$ cat config.mk
export PLATFORM = sky130hd
export DESIGN_NAME = temperature_average_alarm
export DESIGN_NICKNAME = d
export VERILOG_FILES = /design/src/rtl/taa_pkg.sv /design/src/rtl/temperature_average_alarm.sv /design/src/rtl/taa_window.sv /design/src/rtl/taa_scale.sv
export SDC_FILE = /design/constraint.sdc
export NUM_CORES = 1
export LEC_CHECK = 0
export BUFFER_PORTS_ARGS = -buffer_cell sky130_fd_sc_hd__buf_4
export CORE_MARGIN = 2
export CORE_UTILIZATION = 25
export CTS_BUF_LIST = sky130_fd_sc_hd__clkbuf_4 sky130_fd_sc_hd__clkbuf_8
export DETAILED_ROUTE_END_ITERATION = 6
export PLACE_DENSITY = 0.42
export SKIP_CTS_REPAIR_TIMING = 1
export SLEW_MARGIN = 20
export SYNTH_ARGS = -nofsm -noshare
export SYNTH_HDL_FRONTEND = slang
export SYNTH_SLANG_ARGS = --single-unit
$ cat constraint.sdc
create_clock -name clk -period 6.98 [get_ports clk]
set_input_delay 1.047 -clock clk [delete_from_list [all_inputs] [get_ports clk]]
set_output_delay 1.047 -clock clk [all_outputs]
set_load 0.02 [all_outputs]
$ cat src/rtl/taa_pkg.sv
// Package for the temperature averaging and alarm block.
// Holds field widths, reset values, register and level codes, and width helpers.
// No dependencies.
package taa_pkg;

    localparam int ADC_W          = 10;
    localparam int AVG_W          = 10;
    localparam int TEMP_W         = 13;
    localparam int LEVEL_W        = 2;
    localparam int CFG_IDX_W      = 2;
    localparam int CFG_DATA_W     = 13;

    localparam int ADC_MAX        = 1023;
    localparam int DEFAULT_WINDOW = 10;

    // Temperature = floor((NUM_GAIN * sum + NUM_BIAS * W) / (TDIV_GAIN * W)) - TEMP_OFFSET.
    localparam int NUM_GAIN       = 625;
    localparam int NUM_BIAS       = 124;
    localparam int TDIV_GAIN      = 156;
    localparam int TEMP_OFFSET    = 329;

    localparam logic signed [TEMP_W-1:0] ALARM_RESET = 13'sd1920;
    localparam logic signed [TEMP_W-1:0] WARN_RESET  = 13'sd1440;

    typedef enum logic [CFG_IDX_W-1:0] {
        CFG_ALARM = 2'd0,
        CFG_WARN  = 2'd1
    } cfg_index_t;

    typedef enum logic [LEVEL_W-1:0] {
        LEVEL_NORMAL = 2'd0,
        LEVEL_WARN   = 2'd1,
        LEVEL_ALARM  = 2'd2
    } level_t;

    function automatic int sum_width(input int w);
        return $clog2(ADC_MAX * w + 1);
    endfunction

    function automatic int num_max(input int w);
        return (NUM_GAIN * ADC_MAX + NUM_BIAS) * w;
    endfunction

    function automatic int num_width(input int w);
        return $clog2(num_max(w) + 1);
    endfunction

    function automatic int tdiv(input int w);
        return TDIV_GAIN * w;
    endfunction

    function automatic int rem_width(input int w);
        return $clog2(2 * tdiv(w));
    endfunction

endpackage

$ cat src/rtl/temperature_average_alarm.sv
// A result passes through the window sum register, the scale stages and the output register in that order.
// Throughput: one sample per cycle; each stage of the window register, the three-stage
// reciprocal multiply pipeline and the output register advances whenever it is empty
// or the stage after it advances, so a stalled output backs up the chain stage by stage.
// Reset: the window reads as all zeros through per-entry fill flags, the sum is
// zero, alarm and warning thresholds return to 1920 and 1440; no clearing pass.
module temperature_average_alarm
    import taa_pkg::*;
#(
    parameter int WINDOW = DEFAULT_WINDOW
)
(
    input  logic                     clk,
    input  logic                     rst_n,
    input  logic                     cfg_valid,
    output logic                     cfg_ready,
    input  logic [CFG_IDX_W-1:0]     cfg_index,
    input  logic [CFG_DATA_W-1:0]    cfg_data,
    input  logic                     in_valid,
    output logic                     in_stall,
    input  logic [ADC_W-1:0]         adc_sample,
    output logic                     out_valid,
    input  logic                     out_stall,
    output logic signed [TEMP_W-1:0] temperature,
    output logic [AVG_W-1:0]         average_raw,
    output logic [LEVEL_W-1:0]       level
);

    localparam int SUM_W = sum_width(WINDOW);
    localparam int REM_W = rem_width(WINDOW);
    localparam int TDIV  = tdiv(WINDOW);
    localparam logic signed [TEMP_W-1:0] TEMP_MIN = -13'sd329;
    localparam logic signed [TEMP_W-1:0] TEMP_MAX = 13'sd3770;

    logic                     win_valid;
    logic                     win_stall;
    logic [SUM_W-1:0]         win_sum;
    logic                     sc_valid;
    logic                     sc_stall;
    logic [REM_W-1:0]         sc_rem;
    logic signed [TEMP_W-1:0] sc_temp_base;
    logic [AVG_W-1:0]         sc_avg;

    logic signed [TEMP_W-1:0] alarm_reg;
    logic signed [TEMP_W-1:0] alarm_next;
    logic signed [TEMP_W-1:0] warn_reg;
    logic signed [TEMP_W-1:0] warn_next;

    logic                     out_valid_reg;
    logic                     out_valid_next;
    logic signed [TEMP_W-1:0] temperature_reg;
    logic [AVG_W-1:0]         average_raw_reg;
    level_t                   level_reg;
    logic                     out_adv;
    logic signed [TEMP_W-1:0] temp_calc;
    level_t                   level_calc;

    taa_window #(
        .WINDOW     (WINDOW)
    ) u_window (
        .clk        (clk),
        .rst_n      (rst_n),
        .in_valid   (in_valid),
        .in_stall   (in_stall),
        .adc_sample (adc_sample),
        .sum_valid  (win_valid),
        .sum_stall  (win_stall),
        .sum        (win_sum)
    );

    taa_scale #(
        .WINDOW     (WINDOW)
    ) u_scale (
        .clk        (clk),
        .rst_n      (rst_n),
        .sum_valid  (win_valid),
        .sum_stall  (win_stall),
        .sum        (win_sum),
        .res_valid  (sc_valid),
        .res_stall  (sc_stall),
        .temp_rem   (sc_rem),
        .temp_base  (sc_temp_base),
        .avg        (sc_avg)
    );

    assign cfg_ready = 1'b1;

    always_comb
    begin
        alarm_next = alarm_reg;
        warn_next  = warn_reg;
        if (cfg_valid && cfg_ready)
        begin
            unique case (cfg_index)
                CFG_ALARM: alarm_next = cfg_data;
                CFG_WARN:  warn_next  = cfg_data;
                default:   ;
            endcase
        end
    end

    assign out_adv  = !out_valid_reg || !out_stall;
    assign sc_stall = !out_adv;

    always_comb
    begin
        temp_calc = (sc_rem >= REM_W'(TDIV)) ? sc_temp_base + TEMP_W'(1) : sc_temp_base;
        priority if (temp_calc > alarm_reg)
        begin
            level_calc = LEVEL_ALARM;
        end
        else if (temp_calc > warn_reg)
        begin
            level_calc = LEVEL_WARN;
        end
        else
        begin
            level_calc = LEVEL_NORMAL;
        end
        out_valid_next = out_adv ? sc_valid : out_valid_reg;
    end

    always_ff @(posedge clk)
    begin
        if (out_adv)
        begin
            temperature_reg <= temp_calc;
            average_raw_reg <= sc_avg;
            level_reg       <= level_calc;
        end
    end

    always_ff @(posedge clk or negedge rst_n)
    begin
        if (!rst_n)
        begin
            alarm_reg     <= ALARM_RESET;
            warn_reg      <= WARN_RESET;
            out_valid_reg <= 1'b0;
        end
        else
        begin
            alarm_reg     <= alarm_next;
            warn_reg      <= warn_next;
            out_valid_reg <= out_valid_next;
        end
    end

    assign out_valid   = out_valid_reg;
    assign temperature = temperature_reg;
    assign average_raw = average_raw_reg;
    assign level       = level_reg;

`ifndef ASSERT_OFF
    a_temp_range: assert property (@(posedge clk) disable iff (!rst_n)
        out_valid |-> (temperature >= TEMP_MIN) && (temperature <= TEMP_MAX))
        else $error("Temperature result outside the reachable range.");

    a_stall_chain: assert property (@(posedge clk) disable iff (!rst_n)
        !out_stall |-> !in_stall)
        else $error("Input stalled although the output is draining.");

    a_alarm_level: assert property (@(posedge clk) disable iff (!rst_n)
        out_valid && $past(!out_valid || !out_stall) && (level == LEVEL_ALARM)
        |-> temperature > $past(alarm_reg))
        else $error("Alarm level reported at or below the alarm threshold.");
`endif

endmodule

$ cat src/rtl/taa_window.sv
// Sample window of the temperature averaging block: ring memory and running sum.
// Depends on taa_pkg.
module taa_window
    import taa_pkg::*;
#(
    parameter int WINDOW = DEFAULT_WINDOW
)
(
    input  logic                             clk,
    input  logic                             rst_n,
    input  logic                             in_valid,
    output logic                             in_stall,
    input  logic [ADC_W-1:0]                 adc_sample,
    output logic                             sum_valid,
    input  logic                             sum_stall,
    output logic [sum_width(WINDOW)-1:0]     sum
);

    localparam int SUM_W = sum_width(WINDOW);
    localparam int PTR_W = (WINDOW > 1) ? $clog2(WINDOW) : 1;

    logic [ADC_W-1:0]  mem [WINDOW];
    logic [WINDOW-1:0] filled_reg;
    logic [PTR_W-1:0]  pos_reg;
    logic [PTR_W-1:0]  pos_next;
    logic [PTR_W-1:0]  rd_addr;
    logic [ADC_W-1:0]  mem_q_reg;
    logic [ADC_W-1:0]  byp_data_reg;
    logic              byp_reg;
    logic              byp_next;
    logic              rd_valid_reg;
    logic              rd_valid_next;
    logic [ADC_W-1:0]  oldest;
    logic [SUM_W-1:0]  sum_reg;
    logic [SUM_W-1:0]  sum_next;
    logic              valid_reg;
    logic              valid_next;
    logic              accept;

    assign in_stall  = valid_reg && sum_stall;
    assign accept    = in_valid && !in_stall;
    assign sum_valid = valid_reg;
    assign sum       = sum_reg;

    always_comb
    begin
        pos_next      = (pos_reg == PTR_W'(WINDOW - 1)) ? '0 : pos_reg + PTR_W'(1);
        rd_addr       = accept ? pos_next : pos_reg;
        byp_next      = accept && (pos_next == pos_reg);
        rd_valid_next = byp_next || filled_reg[rd_addr];
        if (!rd_valid_reg)
        begin
            oldest = '0;
        end
        else if (byp_reg)
        begin
            oldest = byp_data_reg;
        end
        else
        begin
            oldest = mem_q_reg;
        end
        sum_next   = sum_reg + SUM_W'(adc_sample) - SUM_W'(oldest);
        valid_next = sum_stall ? (valid_reg || accept) : accept;
    end

    always_ff @(posedge clk)
    begin
        if (accept)
        begin
            mem[pos_reg] <= adc_sample;
        end
        mem_q_reg    <= mem[rd_addr];
        byp_data_reg <= adc_sample;
    end

    always_ff @(posedge clk or negedge rst_n)
    begin
        if (!rst_n)
        begin
            filled_reg   <= '0;
            pos_reg      <= '0;
            byp_reg      <= 1'b0;
            rd_valid_reg <= 1'b0;
            sum_reg      <= '0;
            valid_reg    <= 1'b0;
        end
        else
        begin
            byp_reg      <= byp_next;
            rd_valid_reg <= rd_valid_next;
            valid_reg    <= valid_next;
            if (accept)
            begin
                filled_reg[pos_reg] <= 1'b1;
                pos_reg             <= pos_next;
                sum_reg             <= sum_next;
            end
        end
    end

endmodule

$ cat src/rtl/taa_scale.sv
// Scaling pipeline of the temperature averaging block: reciprocal multiplies
// that turn the window sum into the raw average and a temperature estimate.
// Depends on taa_pkg.
module taa_scale
    import taa_pkg::*;
#(
    parameter int WINDOW = DEFAULT_WINDOW
)
(
    input  logic                             clk,
    input  logic                             rst_n,
    input  logic                             sum_valid,
    output logic                             sum_stall,
    input  logic [sum_width(WINDOW)-1:0]     sum,
    output logic                             res_valid,
    input  logic                             res_stall,
    output logic [rem_width(WINDOW)-1:0]     temp_rem,
    output logic signed [TEMP_W-1:0]         temp_base,
    output logic [AVG_W-1:0]                 avg
);

    localparam int SUM_W       = sum_width(WINDOW);
    localparam int NUM_W       = num_width(WINDOW);
    localparam int TDIV        = tdiv(WINDOW);
    localparam int REM_W       = rem_width(WINDOW);
    localparam int AVG_RECIP   = (2 ** SUM_W) / WINDOW;
    localparam int AVG_RECIP_W = $clog2(AVG_RECIP + 1);
    localparam int AP_W        = SUM_W + AVG_RECIP_W;
    localparam int T_RECIP     = (2 ** NUM_W) / TDIV;
    localparam int T_RECIP_W   = $clog2(T_RECIP + 1);
    localparam int TP_W        = NUM_W + T_RECIP_W;
    localparam int TQ_W        = $clog2(num_max(WINDOW) / TDIV + 1);
    localparam int TB_W        = TQ_W + 1;

    logic                     a_valid_reg;
    logic [NUM_W-1:0]         a_num_reg;
    logic [SUM_W-1:0]         a_sum_reg;
    logic [AVG_W-1:0]         a_avgq_reg;
    logic                     b_valid_reg;
    logic [NUM_W-1:0]         b_num_reg;
    logic [TQ_W-1:0]          b_tq_reg;
    logic [AVG_W-1:0]         b_avgq_reg;
    logic [SUM_W-1:0]         b_avgr_reg;
    logic                     c_valid_reg;
    logic [REM_W-1:0]         c_rem_reg;
    logic signed [TEMP_W-1:0] c_temp_reg;
    logic [AVG_W-1:0]         c_avg_reg;

    logic                     a_adv;
    logic                     b_adv;
    logic                     c_adv;
    logic [NUM_W-1:0]         num_next;
    logic [AP_W-1:0]          avg_prod;
    logic [AVG_W-1:0]         avgq_next;
    logic [TP_W-1:0]          t_prod;
    logic [TQ_W-1:0]          tq_next;
    logic [SUM_W-1:0]         avgr_next;
    logic [REM_W-1:0]         rem_next;
    logic signed [TB_W-1:0]   tb;
    logic signed [TEMP_W-1:0] temp_next;
    logic [AVG_W-1:0]         avg_next;

    assign c_adv     = !c_valid_reg || !res_stall;
    assign b_adv     = !b_valid_reg || c_adv;
    assign a_adv     = !a_valid_reg || b_adv;
    assign sum_stall = !a_adv;

    assign res_valid = c_valid_reg;
    assign temp_rem  = c_rem_reg;
    assign temp_base = c_temp_reg;
    assign avg       = c_avg_reg;

    always_comb
    begin
        num_next  = NUM_W'(sum) * NUM_W'(NUM_GAIN) + NUM_W'(NUM_BIAS * WINDOW);
        avg_prod  = AP_W'(sum) * AP_W'(AVG_RECIP);
        avgq_next = AVG_W'(avg_prod >> SUM_W);

        t_prod    = TP_W'(a_num_reg) * TP_W'(T_RECIP);
        tq_next   = TQ_W'(t_prod >> NUM_W);
        avgr_next = a_sum_reg - SUM_W'(SUM_W'(a_avgq_reg) * SUM_W'(WINDOW));

        rem_next  = REM_W'(b_num_reg - NUM_W'(NUM_W'(b_tq_reg) * NUM_W'(TDIV)));
        tb        = $signed({1'b0, b_tq_reg}) - TB_W'(TEMP_OFFSET);
        temp_next = TEMP_W'(tb);
        avg_next  = (b_avgr_reg >= SUM_W'(WINDOW)) ? b_avgq_reg + AVG_W'(1) : b_avgq_reg;
    end

    always_ff @(posedge clk)
    begin
        if (a_adv)
        begin
            a_num_reg  <= num_next;
            a_sum_reg  <= sum;
            a_avgq_reg <= avgq_next;
        end
        if (b_adv)
        begin
            b_num_reg  <= a_num_reg;
            b_tq_reg   <= tq_next;
            b_avgq_reg <= a_avgq_reg;
            b_avgr_reg <= avgr_next;
        end
        if (c_adv)
        begin
            c_rem_reg  <= rem_next;
            c_temp_reg <= temp_next;
            c_avg_reg  <= avg_next;
        end
    end

    always_ff @(posedge clk or negedge rst_n)
    begin
        if (!rst_n)
        begin
            a_valid_reg <= 1'b0;
            b_valid_reg <= 1'b0;
            c_valid_reg <= 1'b0;
        end
        else
        begin
            if (a_adv)
            begin
                a_valid_reg <= sum_valid;
            end
            if (b_adv)
            begin
                b_valid_reg <= a_valid_reg;
            end
            if (c_adv)
            begin
                c_valid_reg <= b_valid_reg;
            end
        end
    end

endmodule

# == After elaboration in Yosys (flattened, before gate mapping) ==
# Memory sizes are Yosys's and may differ from the RTL's. A register that Yosys moved wholly into a read port is not among the register bits.
# Index checks and enable logic that the tools add are counted.
# word_totals
ramBits,100
out_inout_bits,28
memories,1
ff_bits,227
elab_cells,86
# mem_list
name,depth,width,read_ports,rd_clocked_by_memory_dff,write_ports,line_no,text
u_window.mem,10,10,1,1,1,taa_window.sv:22,logic [ADC_W-1:0] mem [WINDOW];
# op_classes
n_mul,5
n_eq_ne,3
n_bitwise,1
magnitude_cmp,7
n_addsub,9
reduce_logical,20
muxes,14
# op_table
op,count
$mul A14 B10 Y23 const B,2
$mul A23 B13 Y36 const B,1
$mux W10,3
$gt A13 B13 Y1,2
$add A23 B11 Y23 const B,1
$add A14 B10 Y14,1
$ge A14 B4 Y1 const B,1
$sub A14 B10 Y14,1
$sub A14 B14 Y14,1
$add A13 B2 Y13 const B,1
$mul A10 B3 Y13 const B,1
$mul A13 B8 Y9 const B,1
$mux W13,1
$sub A13 B9 Y13 const B,1
$ge A12 B11 Y1 const B,1
$sub A12 B12 Y12,1
$add A10 B1 Y10 const B,1
$lt A4 B5 Y1 const B,2
$or A10 B10 Y10,1
$mux W4,2
$logic_not A1 Y1,7
$logic_or A1 B1 Y1,6
$mux W1,6
$add A4 B1 Y4 const B,1
other kinds (9),13

# == Longest topological paths before layout ==
# Gate-level depths: netlist (run 1).
# depth
ltp_word,13
ltp_mapped,18

# == By module ==
# From an unflattened synthesis (run 1), not the netlist that was laid out.
# hier_totals
hier_cells,2099
hier_area_um2,23670.2
# modules_own_cells
mod,n_inst,area_each_um2,cells_each
taa_scale,1,13635.6,1245
taa_window,1,7294.5,614
temperature_average_alarm,1,2740.1,240

# == Worst setup path before layout (run 1) ==
# Ideal clock, no wire load.
# synth_path
path_kind,flip-flop to flip-flop
start,register u_window.sum_reg[3] (netlist: u_window.sum[3])
end,register u_scale.a_avgq_reg[7] (data pin)
setup_time_ns,0.258
n_path_buf,0
synth_period_minus_slack_ns,4.868
arrival_ns,4.610
slack_ns,2.112
t_required_ns,6.722
stages_incl_launch_ff,18
path_cell_list,dfrtp_1 > ha_1 > inv_1 > fa_1 > inv_1 > fa_1 > fa_1 > inv_1 > fa_1 > inv_1 > ha_1 > a21oi_1 > o21ai_1 > or2_1 > a221o_1 > a211o_1 > a21oi_1 > xnor2_1
# synth_between
elab_chain_len,1
# synth_rtl
item,line_no,text
"start, declared",taa_window.sv:34,logic [SUM_W-1:0] sum_reg;
"start signal, assigned",taa_window.sv:97,sum_reg <= sum_next;
$mul A14 B10 Y23,taa_scale.sv:76,avg_prod = AP_W'(sum) * AP_W'(AVG_RECIP);
via u_scale.avg_prod[21],taa_scale.sv:53,logic [AP_W-1:0] avg_prod;
"end signal, assigned",taa_scale.sv:95,a_avgq_reg <= avgq_next;
"end, declared",taa_scale.sv:38,logic [AVG_W-1:0] a_avgq_reg;
# The timed path passes the listed nets, and every way through them passes these cells.
# A chain may end at the register's enable or synchronous reset.

# == Worst setup path after layout (run 1) ==
# layout_path
start,register u_window.sum_reg[5] (netlist: u_window.sum[5])
end,register u_scale.a_num_reg[22] (data pin)
# layout_between
elab_chain_len,2
# layout_rtl
item,line_no,text
$mul A14 B10 Y23,taa_scale.sv:75,num_next = NUM_W'(sum) * NUM_W'(NUM_GAIN) + NUM_W'(NUM_BIAS * WINDOW);
$add A23 B11 Y23,taa_scale.sv:75,
via u_scale.num_next[22],taa_scale.sv:52,logic [NUM_W-1:0] num_next;
"end signal, assigned",taa_scale.sv:93,a_num_reg <= num_next;
"end, declared",taa_scale.sv:36,logic [NUM_W-1:0] a_num_reg;
# The timed path passes the listed nets, and every way through them passes these cells.

==> results of run 1 <==
-- area by class of cell --
type | count | area share
multi-input combinational | 1290 | 0.464
sequential | 327 | 0.362
tap | 1176 | 0.0571
inverter | 329 | 0.0479
clock buffer | 92 | 0.0426
timing repair buffer | 72 | 0.0210
clock inverter | 22 | 0.00559
antenna | 1 | 0.0000971
-- worst max-delay path, stage by stage (launching register included) --
cell	delay, ps
dfrtp_1	680
inv_1	210
fa_1	530
fa_1	490
inv_1	50
fa_1	500
inv_1	50
fa_1	520
inv_1	40
ha_1	300
ha_1	250
or3_1	400
o211ai_1	320
nand3_1	160
a31o_2	260
a21oi_1	180
xnor2_1	80
-- logic make-up after synthesis --
family / after synthesis
AND/OR/NAND/NOR: 401
XOR/XNOR: 120
AO/OA/AOI/OAI: 255
multiplexers: 47
other: 2
buffers and inverters: 354
flip-flops: 327
adder cells (fa/ha/maj): 465
-- how the worst min path moves through the flow --
stage | start | slack, ps | cells past startpoint | end
3_3_place_gp | u_scale.avg[6]$_DFFE_PP_ | 400 | 0 | average_raw[6]$_DFFE_PP_
6_report | rst_n | 160 | 1 | warn_reg[6]$_DFFE_PN0P_
4_1_cts | rst_n | 90 | 1 | warn_reg[6]$_DFFE_PN0P_
5_1_grt | rst_n | 100 | 1 | alarm_reg[6]$_DFFE_PN0P_
3_5_place_dp | u_scale.avg[1]$_DFFE_PP_ | 400 | 0 | average_raw[1]$_DFFE_PP_
2_1_floorplan | u_scale.avg[0]$_DFFE_PP_ | 400 | 0 | average_raw[0]$_DFFE_PP_
-- routing by layer --
metal	global-route usage	share of wire
met4	0.0312	0.022
met2	0.193	0.48
met1	0.143	0.46
met3	0.0212	0.034
met5	0	0
-- synth_stat cells (5+ instances only) --
master / instances
dfxtp_1: 20
edfxtp_1: 246
dfrtp_1: 53
nand4_1: 12
mux2_2: 16
fa_1: 112
nand2b_1: 12
clkbuf_1: 12
a211oi_2: 10
inv_1: 326
o21ai_1: 7
or3_1: 8
and4_1: 6
o21ai_0: 51
dfstp_2: 8
o21bai_1: 6
mux2i_1: 30
xor2_1: 39
xnor2_1: 80
ha_1: 353
o31ai_1: 5
a21o_1: 28
a211oi_1: 7
nor2_1: 68
or2_2: 15
nand3_1: 42
o211ai_1: 9
o21a_1: 10
nand2_1: 150
a32o_1: 9
nor4_1: 11
a21oi_1: 75
nor3_1: 21
and3_1: 14
nor2b_1: 27
-- through the flow --
step	setup slack, ps	util	instances	hold WS (ps)	instance area [um^2]
after floorplan	2110	-	1971	400	22600
after global placement	1810	0.273	3194	405	24500
after detailed placement	1730	0.273	3194	405	24500
after CTS	1730	0.287	3308	86.4	25800
after global routing	1450	0.287	3309	102	25800
final	1700	0.287	3309	161	25800
==> impl_metrics.yaml, run 1 <==
outcome:
  outcome: "finished clean"
setup_path:
  regToRegStartpoint: "u_window.sum[5]$_DFFE_PN0P_"
  critPathCaptureType: "register"
  critPathKind: "reg2reg"
  startpoint: "u_window.sum[5]$_DFFE_PN0P_"
  cp_data_arrival_time_ps: 5680
  r2r-end: "u_scale.a_num_reg[22]$_DFFE_PP_"
  ff2ff_path_depth: 16
  required_ps: 7390
  startpoint_type: "register"
  critPathMaxFanout: 12
  r2r_setup_slack_ps: 1700
  crit_end: "u_scale.a_num_reg[22]$_DFFE_PP_"
placed_design:
  portBuffers: 56
  dp_hpwl_um: 39200
  gp_congestion: 0.796
cts:
  cts_tree: "built"
  clk_latency_ps: 710
  cts-root-buf: "clkbuf_8"
  cts.sinks: 327
  cts_htree_levels: 2
  clockBufferDepth: 3
  cts.clk_slew.worst_paths_ps: 60
  cts_buffers: 60
yosys:
  synth_fa_ha_area_frac: 0.294
  yosysTopAreaCell: "edfxtp_1"
  synth_area_leaders: "edfxtp_1 33%, ha_1 20%, fa_1 9.9%"
  synthSimpleGateAreaFrac: 0.0850
  synth.avg_cell_area_um2: 11.5
  yosys_most_used_dff: "edfxtp_1"
  ys_seq_area_frac: 0.412
  yosys_warnings: 0
  synth_compound_area_frac: 0.0775
  synth_area_um2: 22600
  synth_top_family_by_area: "adder cells"
  synthDominantCellAreaShare: 0.327
  synth-edff-count: 246
  ys_seq_elements: 327
  synth.area.mux_share: 0.0219
  synthArstFlopShare: 0.187
  synth_xor_area_frac: 0.0473
  syn_inst: 1971
  synthDistinctLibCells: 79
  syn-num-nets: 2466
sta:
  fmax_mhz: 189
  hold_viol_final: 0
  rsz0062_at_grt: "false"
  layout_min_cycle_time_ps: 5280
  finalSetupViolCount: 0
  min_period_over_period: 0.756
  max_slew_margin: 0.272
  skew_ps: 57.9
  slew_violations: 0
  tns_ps: 0
  tightest_slew_ps: 1090
drt:
  drc: 0
  drt_first_iter_violations: 523
  wirelength_um: 51700
  wl_per_cell_um: 15.6
  num_vias: 14115
  ant_nets: 0
  viasPerCell: 4.27
  drt_first_pass_iters: 5
layout:
  layout_commonest_cell: "ha_1"
  largest_register_ffs: 100
  drive_above_1_share: 0.117
  final_cell_mix: "353 x ha_1, 326 x inv_1, 246 x edfxtp_1"
  seqCellArea_um2: 9320
  final_nets: 2575
  multi_input_area_um2: 11900
  area_growth_pct: 13.9
  fillers: 9282
global_routing:
  grt_pass1_wl_um: 82300
  grt_pass1_vias: 15082
  grt_usage: 0.112
  antenna_found_initial: 1
  grt_max_degree: 55
  overflow: 0
hold_path:
  worstHoldPathType: "in2async"
floorplanning:
  rows: 110
  io_pins: 58
  start_util: 0.252
  dieArea_um2: 92900
  core_um2: 89900
  fp.dieH_um: 305
  die_width_um: 305
run:
  drv_cap: 0
Power of run 1 is left out: the tool's default activity adds up to more than one toggle a clock period on the data nets, which glitch-free logic cannot reach.
==> run 2, diff against run 1 <==
- clock period: 6.98 -> 5.4 ns (I/O delays scaled with it)
==> run 2 against run 1 <==
Compared with the run above:
- critical path depth down 1
- global-route usage is essentially flat
- non-clock buffer count rose by 18
- largest cell class unchanged
- register-to-register slack got worse by 1400 ps
- clock skew up 1.4 ps
==> impl_metrics.yaml, run 2 (synthesized netlist as in run 1, its figures left out) <==
drt:
  num_vias: 14184
  viasPerCell: 4.27
  wl_met2_um: 24600
  wirelength_um: 51600
  wl_met1_um: 24000
  drt_first_iter_violations: 515
  top_layer_used: "met4"
  wl_per_cell_um: 15.5
  dr_wl_met3_um: 1880
  drc: 0
  drt_first_pass_iters: 5
  ant_nets: 0
setup_path:
  regToRegStartpoint: "u_window.sum[8]$_DFFE_PN0P_"
  critPathCaptureType: "register"
  ff2ff_path_depth: 15
  startpoint: "u_window.sum[8]$_DFFE_PN0P_"
  startpoint_type: "register"
  critPathKind: "reg2reg"
  cp_data_arrival_time_ps: 5490
  required_ps: 5800
  critPathMaxFanout: 9
sta:
  max_slew_margin: 0.295
  rsz0062_at_grt: "false"
  slew_violations: 0
  tns_ps: 0
  layout_min_cycle_time_ps: 5090
  finalSetupViolCount: 0
  hold_viol_final: 0
  min_period_over_period: 0.943
  tightest_slew_ps: 1050
  skew_ps: 59.3
  fmax_mhz: 196
outcome:
  outcome: "finished clean"
floorplanning:
  dieArea_um2: 92900
  die_width_um: 305
  start_util: 0.252
  core_um2: 89900
  rows: 110
  io_pins: 58
  fp.dieH_um: 305
placed_design:
  dp_hpwl_um: 39700
  gp_congestion: 0.823
  portBuffers: 56
  dpl_cell_area_um2: 24600
layout:
  fin_util: 0.288
  final_nets: 2593
  area_growth_pct: 14.5
  layout_commonest_cell: "ha_1"
  final_area_um2: 25900
  largest_register_ffs: 100
  drive_above_1_share: 0.121
  final_cell_mix: "353 x ha_1, 326 x inv_1, 246 x edfxtp_1"
cts:
  cts.clk_slew.worst_paths_ps: 60
  clockBufferDepth: 3
  cts_tree: "built"
  cts_buffers: 60
  cts-root-buf: "clkbuf_8"
  cts.sinks: 327
  clk_latency_ps: 680
  cts_htree_levels: 2
hold_path:
  worstHoldPathType: "in2reg"
  hold_depth: 3
  hp-start: "cfg_data[4]"
global_routing:
  grt_max_degree: 57
  overflow: 0
  grt_usage: 0.112
  grt_pass1_wl_um: 82200
  grt_pass1_vias: 14822
  antenna_found_initial: 1
run:
  drv_cap: 0
run 2: cell count changes in the layout (fill, tap and decap cells not counted), sizes merged:
cell,change
buf,+17
dlygate4sd3,+1
bufinv,+1
clkbuf,-4
clkinv,+2
diode,+2
clkinvlp,-3
run 2: critical path: stages, from the launching register on:
cell and delay (ps):
dfrtp_1 530, ha_1 350, inv_1 70, fa_1 540, inv_1 50, fa_1 500, fa_1 580, fa_1 440
ha_1 340, a21oi_1 130, o21ai_1 90, or2_1 220, a221o_1 410, a211o_1 300, a21oi_1 180, xnor2_1 80
run 2: path summary, 6_finish.rpt:
check                                                   to  slack, ps
setup / recovery           u_scale.a_avgq_reg[7]$_DFFE_PP_        310
hold / removal                    alarm_reg[4]$_DFFE_PN0P_        350
setup reg to reg           u_scale.a_avgq_reg[7]$_DFFE_PP_        310
hold reg to reg                   average_raw[6]$_DFFE_PP_        420
max in group asynchronous       u_window.byp_reg$_DFF_PN0_       3770
min in group asynchronous        alarm_reg[11]$_DFFE_PN0P_        510
run 2: stage by stage:
stage               cells  setup WS [ps]  hold slack (ps)
global placement     3211            361              406
finish               3325            309              351
CTS                  3321            295             -110
global route         3324           84.4              295
detailed placement   3211            309              406
floorplan            1971            532              400
run 2: final cells by class:
type | count | area [um^2]
tap | 1176 | 1470
antenna | 3 | 7.51
timing repair buffer | 90 | 678
fill | 9265 | 64000
sequential | 327 | 9320
clock buffer | 88 | 1080
clock inverter | 22 | 153
multi-input combinational | 1290 | 11900
inverter | 329 | 1230
run 2: per-layer routing:
layer | GRT usage | up-vias
li1 | - | 7064
met2 | 0.192 | 185
met1 | 0.146 | 6857
met4 | 0.0300 | 0
met5 | 0 | -
met3 | 0.0209 | 78
Power of run 2 is left out for the same reason.
